--- src/hw/rtl/eelh_pkg.sv ---
// Shared types and constants for the enter/exit latency histogram.
// No dependencies; imported by every hw/rtl file but eelh_rmw_mem.
package eelh_pkg;

    localparam int CPU_W       = 3;
    localparam int TS_W        = 64;
    localparam int BUCKET_W    = 4;
    localparam int COUNT_W     = 64;
    localparam int NUM_THRESH  = 8;
    localparam int THRESH_W    = 32;
    localparam int THRESH_IDX_W = 3;
    localparam int NUM_BUCKETS = 11;

    // event kinds
    localparam logic [1:0] KIND_ENTER = 2'd0;
    localparam logic [1:0] KIND_EXIT  = 2'd1;
    localparam logic [1:0] KIND_READ  = 2'd2;

    // special buckets
    localparam logic [BUCKET_W-1:0] BUCKET_NONE = 4'd0;
    localparam logic [BUCKET_W-1:0] BUCKET_LAST = 4'd8;
    localparam logic [BUCKET_W-1:0] BUCKET_OVER = 4'd9;
    localparam logic [BUCKET_W-1:0] BUCKET_ERR  = 4'd10;

    // result queue
    localparam int OUTQ_AW    = 3;
    localparam int OUTQ_DEPTH = 1 << OUTQ_AW;
    localparam int OUTQ_CW    = OUTQ_AW + 1;

    typedef struct packed {
        logic [1:0]          kind;
        logic [CPU_W-1:0]    cpu_id;
        logic [TS_W-1:0]     timestamp_ns;
        logic [BUCKET_W-1:0] bucket_select;
    } eelh_in_t;

    typedef struct packed {
        logic [BUCKET_W-1:0] bucket;
        logic                counted;
        logic [COUNT_W-1:0]  count_value;
    } eelh_out_t;

endpackage

--- src/hw/rtl/eelh_rmw_mem.sv ---
// Synchronous RAM with a registered read, per-entry valid bits and a
// write-to-read bypass for read-modify-write use. Depends on nothing.
module eelh_rmw_mem #(
    parameter int DEPTH = 8,
    parameter int WIDTH = 65,
    localparam int AW = (DEPTH > 1) ? $clog2(DEPTH) : 1
) (
    input  logic             clk,
    input  logic             rst_n,
    input  logic             rd_en,
    input  logic [AW-1:0]    rd_addr,
    output logic [WIDTH-1:0] rd_data,
    input  logic             wr_en,
    input  logic [AW-1:0]    wr_addr,
    input  logic [WIDTH-1:0] wr_data
);

    logic [WIDTH-1:0] ram [DEPTH];
    logic [DEPTH-1:0] vld_reg;
    logic [WIDTH-1:0] ram_q_reg;
    logic [WIDTH-1:0] byp_data_reg;
    logic             byp_reg;
    logic             hit_vld_reg;

    always_ff @(posedge clk)
    begin
        if (wr_en)
        begin
            ram[wr_addr] <= wr_data;
        end
        if (rd_en)
        begin
            ram_q_reg    <= ram[rd_addr];
            byp_data_reg <= wr_data;
        end
    end

    always_ff @(posedge clk or negedge rst_n)
    begin
        if (!rst_n)
        begin
            vld_reg     <= '0;
            byp_reg     <= 1'b0;
            hit_vld_reg <= 1'b0;
        end
        else
        begin
            if (wr_en)
            begin
                vld_reg[wr_addr] <= 1'b1;
            end
            if (rd_en)
            begin
                // a write in the same cycle is not seen by the array read
                byp_reg     <= wr_en && (wr_addr == rd_addr);
                hit_vld_reg <= vld_reg[rd_addr];
            end
        end
    end

    // unwritten entries read as zero
    assign rd_data = byp_reg ? byp_data_reg : (hit_vld_reg ? ram_q_reg : '0);

endmodule

--- src/hw/rtl/eelh_bucket_pick.sv ---
// Bucket bounds and latency classification. Bounds are kept pre-scaled to
// nanoseconds so that no divide is needed. Depends on eelh_pkg.
module eelh_bucket_pick #(
    parameter logic [31:0] LAST_LIMIT_US = 32'd2000
) (
    input  logic                                clk,
    input  logic                                rst_n,
    input  logic                                cfg_write,
    input  logic [eelh_pkg::THRESH_IDX_W-1:0]   cfg_index,
    input  logic [eelh_pkg::THRESH_W-1:0]       cfg_data,
    input  logic [eelh_pkg::TS_W-1:0]           diff,
    output logic [eelh_pkg::BUCKET_W-1:0]       bucket
);

    import eelh_pkg::*;

    localparam int BOUND_W = 42;
    localparam logic [THRESH_W-1:0] THRESH_RESET [NUM_THRESH] = '{
        32'd5, 32'd10, 32'd25, 32'd50, 32'd100, 32'd250, 32'd500, 32'd1000
    };
    localparam logic [TS_W-1:0] LAST_BOUND = 64'(LAST_LIMIT_US) * 64'd1000 + 64'd999;

    // floor(ns / 1000) <= us  <=>  ns <= us * 1000 + 999
    function automatic logic [BOUND_W-1:0] scale_us(input logic [THRESH_W-1:0] us);
        return BOUND_W'(us) * 42'd1000 + 42'd999;
    endfunction

    logic [BOUND_W-1:0] bound_reg [NUM_THRESH];

    always_ff @(posedge clk or negedge rst_n)
    begin
        if (!rst_n)
        begin
            for (int i = 0; i < NUM_THRESH; i++)
            begin
                bound_reg[i] <= scale_us(THRESH_RESET[i]);
            end
        end
        else if (cfg_write)
        begin
            bound_reg[cfg_index] <= scale_us(cfg_data);
        end
    end

    always_comb
    begin
        if (diff <= LAST_BOUND)
        begin
            bucket = BUCKET_LAST;
        end
        else
        begin
            bucket = BUCKET_OVER;
        end
        // walk down so the lowest matching bucket wins
        for (int i = NUM_THRESH - 1; i >= 0; i--)
        begin
            if (diff <= TS_W'(bound_reg[i]))
            begin
                bucket = BUCKET_W'(i);
            end
        end
    end

endmodule

--- src/hw/rtl/eelh_out_queue.sv ---
// Result queue between the counter pipeline and the output channel.
// Depends on eelh_pkg.
module eelh_out_queue (
    input  logic                          clk,
    input  logic                          rst_n,
    input  logic                          push,
    input  eelh_pkg::eelh_out_t           push_data,
    output logic                          out_valid,
    input  logic                          out_ready,
    output eelh_pkg::eelh_out_t           out_data,
    output logic [eelh_pkg::OUTQ_CW-1:0]  level
);

    import eelh_pkg::*;

    eelh_out_t          ram [OUTQ_DEPTH];
    logic [OUTQ_AW-1:0] wr_ptr_reg;
    logic [OUTQ_AW-1:0] rd_ptr_reg;
    logic [OUTQ_CW-1:0] level_reg;
    logic               pop;

    assign out_valid = (level_reg != '0);
    assign pop       = out_valid && out_ready;
    assign out_data  = ram[rd_ptr_reg];
    assign level     = level_reg;

    always_ff @(posedge clk)
    begin
        if (push)
        begin
            ram[wr_ptr_reg] <= push_data;
        end
    end

    always_ff @(posedge clk or negedge rst_n)
    begin
        if (!rst_n)
        begin
            wr_ptr_reg <= '0;
            rd_ptr_reg <= '0;
            level_reg  <= '0;
        end
        else
        begin
            if (push)
            begin
                wr_ptr_reg <= wr_ptr_reg + 1'b1;
            end
            if (pop)
            begin
                rd_ptr_reg <= rd_ptr_reg + 1'b1;
            end
            level_reg <= level_reg + OUTQ_CW'(push) - OUTQ_CW'(pop);
        end
    end

endmodule

--- src/hw/rtl/enter_exit_latency_histogram.sv ---
// Enter/exit latency histogram, top level. Uses eelh_pkg, eelh_rmw_mem,
// eelh_bucket_pick and eelh_out_queue.
//
// Takes one event beat per clock cycle while in_ready is high and returns
// exactly one result beat for each, in order. Each beat passes stages 1, 2
// and 3 and then the result queue before it is offered. The open entries
// (start time and owner flag per CPU) and the eleven counters sit in two
// RAMs with registered reads; each is read, updated and written back in a
// pipeline stage of its own, with a bypass when back-to-back events touch
// the same entry or counter. An eight-beat result queue decouples the
// output, and in_ready drops only when the queue plus the events in flight
// would fill it. Threshold writes take effect on the next event and are
// rescaled to nanoseconds on write.
module enter_exit_latency_histogram #(
    parameter int          NUM_CPUS      = 8,
    parameter logic [31:0] LAST_LIMIT_US = 32'd2000
) (
    input  logic                                clk,
    input  logic                                rst_n,
    input  logic                                in_valid,
    output logic                                in_ready,
    input  eelh_pkg::eelh_in_t                  in_data,
    output logic                                out_valid,
    input  logic                                out_ready,
    output eelh_pkg::eelh_out_t                 out_data,
    input  logic                                cfg_write,
    input  logic [eelh_pkg::THRESH_IDX_W-1:0]   cfg_index,
    input  logic [eelh_pkg::THRESH_W-1:0]       cfg_data
);

    import eelh_pkg::*;

    localparam int CPU_AW  = (NUM_CPUS > 1) ? $clog2(NUM_CPUS) : 1;
    localparam int ENTRY_W = TS_W + 1;

    typedef struct packed {
        logic                pick;      // latency bucket comes from the bounds
        logic                counted;
        logic                need_val;  // read beat that returns a counter
        logic [BUCKET_W-1:0] bucket;
    } eelh_ctl_t;

    logic               accept;
    logic [OUTQ_CW-1:0] q_level;
    logic [OUTQ_CW:0]   occupancy;

    // stage 1: entry read-modify-write
    logic               s1_v_reg;
    eelh_in_t           s1_item_reg;
    logic [ENTRY_W-1:0] entry_q;
    logic               entry_wr_en;
    logic [ENTRY_W-1:0] entry_wr_data;
    logic               owned;
    logic [TS_W-1:0]    start;
    logic               cpu_ok;
    logic               is_enter;
    logic               is_exit;
    logic               is_read;
    logic               enter_err;
    logic               exit_err;
    eelh_ctl_t          s1_ctl;

    // stage 2: classify and issue counter read
    logic               s2_v_reg;
    eelh_ctl_t          s2_ctl_reg;
    logic [TS_W-1:0]    s2_diff_reg;
    logic [BUCKET_W-1:0] pick_bucket;
    logic [BUCKET_W-1:0] cnt_addr;
    logic               cnt_rd_en;

    // stage 3: counter update
    logic               s3_v_reg;
    eelh_ctl_t          s3_ctl_reg;
    eelh_ctl_t          s3_ctl_next;
    logic [COUNT_W-1:0] cnt_q;
    logic [COUNT_W-1:0] cnt_inc;
    eelh_out_t          s3_beat;

    assign occupancy = (OUTQ_CW + 1)'(q_level) + (OUTQ_CW + 1)'(s1_v_reg)
                     + (OUTQ_CW + 1)'(s2_v_reg) + (OUTQ_CW + 1)'(s3_v_reg);
    assign in_ready  = (occupancy < (OUTQ_CW + 1)'(OUTQ_DEPTH));
    assign accept    = in_valid && in_ready;

    eelh_rmw_mem #(
        .DEPTH (NUM_CPUS),
        .WIDTH (ENTRY_W)
    ) u_entry_mem (
        .clk     (clk),
        .rst_n   (rst_n),
        .rd_en   (accept),
        .rd_addr (CPU_AW'(in_data.cpu_id)),
        .rd_data (entry_q),
        .wr_en   (entry_wr_en),
        .wr_addr (CPU_AW'(s1_item_reg.cpu_id)),
        .wr_data (entry_wr_data)
    );

    always_ff @(posedge clk or negedge rst_n)
    begin
        if (!rst_n)
        begin
            s1_v_reg <= 1'b0;
            s2_v_reg <= 1'b0;
            s3_v_reg <= 1'b0;
        end
        else
        begin
            s1_v_reg <= accept;
            s2_v_reg <= s1_v_reg;
            s3_v_reg <= s2_v_reg;
        end
    end

    always_ff @(posedge clk)
    begin
        if (accept)
        begin
            s1_item_reg <= in_data;
        end
        s2_ctl_reg  <= s1_ctl;
        s2_diff_reg <= s1_item_reg.timestamp_ns - start;
        s3_ctl_reg  <= s3_ctl_next;
    end

    // owner is only ever the entry's own CPU, so one flag stands for it
    assign owned = entry_q[ENTRY_W-1];
    assign start = entry_q[TS_W-1:0];

    always_comb
    begin
        cpu_ok    = s1_v_reg && (32'(s1_item_reg.cpu_id) < NUM_CPUS);
        is_enter  = cpu_ok && (s1_item_reg.kind == KIND_ENTER);
        is_exit   = cpu_ok && (s1_item_reg.kind == KIND_EXIT);
        is_read   = s1_v_reg && (s1_item_reg.kind == KIND_READ);
        enter_err = owned || (start != '0);
        exit_err  = !owned || (start == '0);

        entry_wr_en   = is_enter || is_exit;
        entry_wr_data = is_enter ? {1'b1, s1_item_reg.timestamp_ns} : '0;

        s1_ctl.pick     = is_exit && !exit_err;
        s1_ctl.counted  = (is_enter && enter_err) || is_exit;
        s1_ctl.need_val = is_read
                          && (32'(s1_item_reg.bucket_select) < NUM_BUCKETS);
        priority if ((is_enter && enter_err) || (is_exit && exit_err))
        begin
            s1_ctl.bucket = BUCKET_ERR;
        end
        else if (is_read)
        begin
            s1_ctl.bucket = s1_item_reg.bucket_select;
        end
        else
        begin
            s1_ctl.bucket = BUCKET_NONE;
        end
    end

    eelh_bucket_pick #(
        .LAST_LIMIT_US (LAST_LIMIT_US)
    ) u_pick (
        .clk       (clk),
        .rst_n     (rst_n),
        .cfg_write (cfg_write),
        .cfg_index (cfg_index),
        .cfg_data  (cfg_data),
        .diff      (s2_diff_reg),
        .bucket    (pick_bucket)
    );

    assign cnt_addr  = s2_ctl_reg.pick ? pick_bucket : s2_ctl_reg.bucket;
    assign cnt_rd_en = s2_v_reg && (s2_ctl_reg.counted || s2_ctl_reg.need_val);

    always_comb
    begin
        s3_ctl_next        = s2_ctl_reg;
        s3_ctl_next.bucket = cnt_addr;
    end

    eelh_rmw_mem #(
        .DEPTH (NUM_BUCKETS),
        .WIDTH (COUNT_W)
    ) u_count_mem (
        .clk     (clk),
        .rst_n   (rst_n),
        .rd_en   (cnt_rd_en),
        .rd_addr (cnt_addr),
        .rd_data (cnt_q),
        .wr_en   (s3_v_reg && s3_ctl_reg.counted),
        .wr_addr (s3_ctl_reg.bucket),
        .wr_data (cnt_inc)
    );

    assign cnt_inc = cnt_q + 64'd1;

    always_comb
    begin
        s3_beat.bucket  = s3_ctl_reg.bucket;
        s3_beat.counted = s3_ctl_reg.counted;
        priority if (s3_ctl_reg.counted)
        begin
            s3_beat.count_value = cnt_inc;
        end
        else if (s3_ctl_reg.need_val)
        begin
            s3_beat.count_value = cnt_q;
        end
        else
        begin
            s3_beat.count_value = '0;
        end
    end

    eelh_out_queue u_outq (
        .clk       (clk),
        .rst_n     (rst_n),
        .push      (s3_v_reg),
        .push_data (s3_beat),
        .out_valid (out_valid),
        .out_ready (out_ready),
        .out_data  (out_data),
        .level     (q_level)
    );

endmodule

--- config.mk ---
export PLATFORM = sky130hd
export DESIGN_NAME = enter_exit_latency_histogram
export DESIGN_NICKNAME = d
export VERILOG_FILES = /design/src/hw/rtl/eelh_pkg.sv /design/src/hw/rtl/eelh_rmw_mem.sv /design/src/hw/rtl/eelh_bucket_pick.sv /design/src/hw/rtl/eelh_out_queue.sv /design/src/hw/rtl/enter_exit_latency_histogram.sv
export SDC_FILE = /design/constraint.sdc
export NUM_CORES = 2
export LEC_CHECK = 0
export ABC_AREA = 1
export BUFFER_PORTS_ARGS = -buffer_cell sky130_fd_sc_hd__buf_2
export CAP_MARGIN = 15
export CORE_UTILIZATION = 63
export CTS_BUF_LIST = sky130_fd_sc_hd__clkbuf_8 sky130_fd_sc_hd__clkbuf_16
export DETAILED_ROUTE_END_ITERATION = 8
export PLACE_DENSITY = 0.85
export SYNTH_ARGS = -nofsm -noshare
export SYNTH_HDL_FRONTEND = slang
export SYNTH_SLANG_ARGS = --single-unit
--- constraint.sdc ---
create_clock -name clk -period 7.94 [get_ports clk]
set_clock_uncertainty 0.05 [all_clocks]
set_input_delay 0.794 -clock clk [delete_from_list [all_inputs] [get_ports clk]]
set_output_delay 0.794 -clock clk [all_outputs]
set_load 0.005 [all_outputs]
==> impl_metrics.tcl <==
set metrics [dict create \
    postSynthAreaPerCell_um2 10.71 \
    path_clk_slew_ns 0.07 \
    clock_tree_from_tritoncts "yes" \
    portBuffers 183 \
    synth-xor-area-share_pct 1.463 \
    tot_gr_track_use_pct 34.21 \
    ys.warnings.count 0 \
    setup.reg_to_reg.worst_slack_ns 1.78 \
    setup.worst_path.start "u_count_mem.byp_reg" \
    cp-end-kind "flop" \
    critical_path_peak_fanout 53 \
    cts_inserted_buffers 238 \
    synth_area_leaders "sky130_fd_sc_hd__edfxtp_1, sky130_fd_sc_hd__nand2_1, sky130_fd_sc_hd__dfrtp_1, sky130_fd_sc_hd__ha_1, sky130_fd_sc_hd__nor2_1" \
    synth_area_in_compound_gates_pct 9.287 \
    mappedNetlistArea_um2 117300 \
    cap_violations 0 \
    cp.required_ns 8.43 \
    largest_register_ffs 704 \
    switching_share_pct 41.73 \
    fp.dieArea_um2 187900 \
    globalRoute.totalOverflow 0 \
    initial_antenna_violation_count 9 \
    rsz0062_at_grt "false" \
    pwr_density_cell_nw_per_um2 401.1 \
    final_hold_viol_count 0 \
    p_leak_nw 51.92 \
    clock_network_fraction_of_design_power_pct 22.6 \
    final.setup.tns_ns 0 \
    htree_num_levels 4 \
    synth-async-reset-ratio_pct 13.74 \
    antenna_violating_nets_post_route 0 \
    yosys-top-cells-count "sky130_fd_sc_hd__nand2_1, sky130_fd_sc_hd__edfxtp_1, sky130_fd_sc_hd__nor2_1" \
    final_area_um2 129300 \
    dominant_combinational_cell_family_by_area_after_synthesis "simple AND/OR/NAND/NOR gates" \
    cts_post_setup_buffers_inserted 0 \
    post-synth-top-count-cell "sky130_fd_sc_hd__nand2_1" \
    final_nets 11790 \
    layout-drive-gt1-share_pct 7.872 \
    synthDominantAreaCellType "sky130_fd_sc_hd__edfxtp_1" \
    regMostFlops "u_count_mem.ram" \
    synthCells 10950 \
    insertion_delay_ns 0.91 \
    timing.max_slew.rel_slack_pct 7.053 \
    first_global_vias 84040 \
    r2r.worst_path.cells 14 \
    type_of_the_most_critical_hold_path "input pin to flop" \
    timing.final.crit_period_ns 6.158 \
    post_dp_hpwl_mm 198.7 \
    critical_path_launch_point_type "flop" \
    cts_hold_repair.buffers 25 \
    via_per_inst 6.238 \
    critPathKind "flop to flop" \
    setup_viol 0 \
    post_drt_wl_per_cell_um 23.60 \
    finalCritPeriodShare_pct 77.56 \
    flip_flop_cell_with_the_highest_count_after_synthesis "sky130_fd_sc_hd__edfxtp_1" \
    max_clock_freq_ghz 0.1624 \
    synth.area.mux_share_pct 0 \
    synth_top_cell_area_share_pct 53.94 \
    num-fill-cells 12160 \
    rows 158 \
    sequential_share_of_the_synthesized_area_pct 62.74 \
    fp.coreArea_um2 185200 \
    postSynthNetCount 11660 \
    die_w_um 433.5 \
    maximum_vdd_ir_drop_v 0.0004126 \
    drt_first_pass_iters 6 \
    arrival_ns 6.65 \
    outcome "finished, final reports clean" \
    power.share.combinational_pct 41.2 \
    number_of_enable_type_register_cells_in_the_synthesized_netlist 2107 \
    wirelength_mm 325.1 \
    ys_types 73 \
    reg2reg_to "u_outq.ram[0][56]" \
    dr_total_vias 85930 \
    drt_iter0_drc 12350 \
    ys_ff_latch 2532 \
    drc 0 \
    dpl-instance-area_um2 120800 \
    synth_adder_area_share_pct 7.078 \
    gp_congestion 0.9738 \
    area_growth_pct 10.22 \
    synth_simple_gate_area_share_pct 14.67 \
    p_sw_mw 21.64 \
    grt_first_pass_wirelength_mm 485.4 \
    worst_r2r_startpoint "u_count_mem.byp_reg" \
    final_max_slew_viol_count 0 \
    grt_start_max_net_pins 181 \
    sequentialPowerShare_pct 36.1 \
    die_height_um 433.5 \
    cts-resized-gates 0 \
    numClockSinks 2532 \
    p_int_mw 30.22 \
    io-pin-count 184 \
    worstMarginPinSlew_ns 1.380 \
    reg.largest.list "u_count_mem.ram (704), u_outq.ram (552), u_entry_mem.ram (520)" \
    clockBufferDepth 3 \
    cp-endpoint "u_outq.ram[0][56]" \
    floorplan.initialDensity_pct 63.33 \
    clock_tree.root_cell "sky130_fd_sc_hd__clkbuf_16" \
]
## worst max-delay path, stage by stage (launching register included)
cell and delay (ns):
sky130_fd_sc_hd__dfrtp_2 0.64, sky130_fd_sc_hd__nor2_4 0.46, sky130_fd_sc_hd__buf_4 0.71, sky130_fd_sc_hd__a22oi_1 0.20
sky130_fd_sc_hd__inv_1 0.24, sky130_fd_sc_hd__nand2_1 0.16, sky130_fd_sc_hd__nor2_1 0.16, sky130_fd_sc_hd__inv_1 0.06
sky130_fd_sc_hd__nor4_2 0.43, sky130_fd_sc_hd__nand3_1 0.33, sky130_fd_sc_hd__nor4_2 0.56, sky130_fd_sc_hd__nand3_1 0.23
sky130_fd_sc_hd__xor2_1 0.82, sky130_fd_sc_hd__nand2_1 0.12, sky130_fd_sc_hd__o21ai_1 0.57
## power by group through the flow
stage / clock (mW) / sequential, mW / combinational (mW)
final: 11.7 / 18.7 / 21.4
after global routing: 12.3 / 18.8 / 23.4
after CTS: 11.7 / 18.7 / 20.9
after detailed placement: 0 / 18.9 / 20.7
after global placement: 0 / 18.8 / 20.0
after floorplan: 0 / 18.4 / 13.8
## routing by layer
| layer | global-route usage (%) | wire length [um] | vias up |
|---|---|---|---|
| met5 | 0 | 20 | - |
| met4 | 15.85 | 15520 | 2 |
| met3 | 7.554 | 40580 | 997 |
| met2 | 53.91 | 150300 | 5713 |
| met1 | 45.54 | 118600 | 41340 |
| li1 | - | - | 37870 |
## area by class of cell
class | count | area (um^2) | area share (%)
inverters | 972 | 3700 | 2.862
diodes | 1 | 2.502 | 0.001935
multi-input cells | 6984 | 38390 | 29.69
repair buffers | 357 | 2380 | 1.841
clock inverters | 204 | 2058 | 1.592
clock buffers | 244 | 6061 | 4.688
flip-flops and latches | 2532 | 73600 | 56.93
well taps | 2480 | 3103 | 2.400
## cell usage in the layout (no fill, tap or decap), types with 10 or more instances in the layout
| cell type | synthesis | routed |
|---|---|---|
| sky130_fd_sc_hd__clkbuf_16 | 0 | 240 |
| sky130_fd_sc_hd__o21ai_1 | 84 | 96 |
| sky130_fd_sc_hd__a31oi_1 | 166 | 166 |
| sky130_fd_sc_hd__a22o_1 | 10 | 10 |
| sky130_fd_sc_hd__buf_4 | 26 | 128 |
| sky130_fd_sc_hd__nand4_1 | 82 | 82 |
| sky130_fd_sc_hd__nand2_2 | 14 | 14 |
| sky130_fd_sc_hd__nor2_1 | 1430 | 1394 |
| sky130_fd_sc_hd__inv_2 | 13 | 11 |
| sky130_fd_sc_hd__inv_1 | 956 | 997 |
| sky130_fd_sc_hd__fa_1 | 121 | 121 |
| sky130_fd_sc_hd__nor4_1 | 22 | 22 |
| sky130_fd_sc_hd__ha_1 | 470 | 470 |
| sky130_fd_sc_hd__dfstp_2 | 56 | 56 |
| sky130_fd_sc_hd__xor2_2 | 11 | 11 |
| sky130_fd_sc_hd__nor2_4 | 4 | 32 |
| sky130_fd_sc_hd__dfrtp_1 | 292 | 288 |
| sky130_fd_sc_hd__o21ai_0 | 964 | 952 |
| sky130_fd_sc_hd__edfxtp_1 | 2107 | 2107 |
| sky130_fd_sc_hd__a21o_1 | 18 | 18 |
| sky130_fd_sc_hd__xnor2_1 | 44 | 44 |
| sky130_fd_sc_hd__o21a_1 | 13 | 13 |
| sky130_fd_sc_hd__nand3_1 | 388 | 388 |
| sky130_fd_sc_hd__xor2_1 | 126 | 126 |
| sky130_fd_sc_hd__clkinv_2 | 0 | 37 |
| sky130_fd_sc_hd__clkbuf_4 | 0 | 14 |
| sky130_fd_sc_hd__or2_2 | 12 | 12 |
| sky130_fd_sc_hd__nand2_1 | 2213 | 2212 |
| sky130_fd_sc_hd__buf_2 | 84 | 181 |
| sky130_fd_sc_hd__a21oi_1 | 291 | 291 |
| sky130_fd_sc_hd__dfxtp_1 | 77 | 76 |
| sky130_fd_sc_hd__o211ai_1 | 79 | 79 |
| sky130_fd_sc_hd__nor3_1 | 55 | 55 |
| sky130_fd_sc_hd__dlygate4sd3_1 | 0 | 25 |
| sky130_fd_sc_hd__o22ai_1 | 135 | 135 |
| sky130_fd_sc_hd__clkinv_1 | 3 | 54 |
| sky130_fd_sc_hd__a22oi_1 | 118 | 118 |
| sky130_fd_sc_hd__nor2_2 | 11 | 19 |
| sky130_fd_sc_hd__bufinv_16 | 0 | 35 |
## worst min path at each step
stage                        from              end  slack [ns]  depth (start not counted)
finish                in_data[33]  s1_item_reg[33]        0.03                          1
global route          in_data[33]  s1_item_reg[33]        0.01                          1
CTS                   in_data[51]  s1_item_reg[51]      0.0004                          1
detailed placement  s2_ctl_reg[5]      s3_beat[64]        0.29                          0
global placement    s2_ctl_reg[5]      s3_beat[64]        0.29                          0
floorplan           s2_ctl_reg[5]      s3_beat[64]        0.28                          0
## logic make-up (layout without fill, tap and decap cells)
family / after synthesis / after routing
DFF: 2532 / 2532
xor gates and xnor gates: 184 / 184
AOI/OAI and AO/OA: 1936 / 1936
buffers and inverters: 1435 / 1777
and+or+nand+nor: 4273 / 4273
other: 0 / 1
adders and majority gates: 591 / 591
## metrics by stage
stage          total power, mW  util (%)  hold WS (ns)  setup slack (ns)  instances
2_1_floorplan            32.13         -        0.2759             1.767      10950
3_3_place_gp             38.82     65.19        0.2931             1.500      13280
3_5_place_dp             39.58     65.20        0.2939             1.414      13280
4_1_cts                  51.32     69.71     0.0003880             1.901      13750
5_1_grt                  54.49     69.80       0.01106             1.660      13770
6_report                 51.86     69.80       0.03393             1.782      13770
Power figures use the tool's default switching activity.
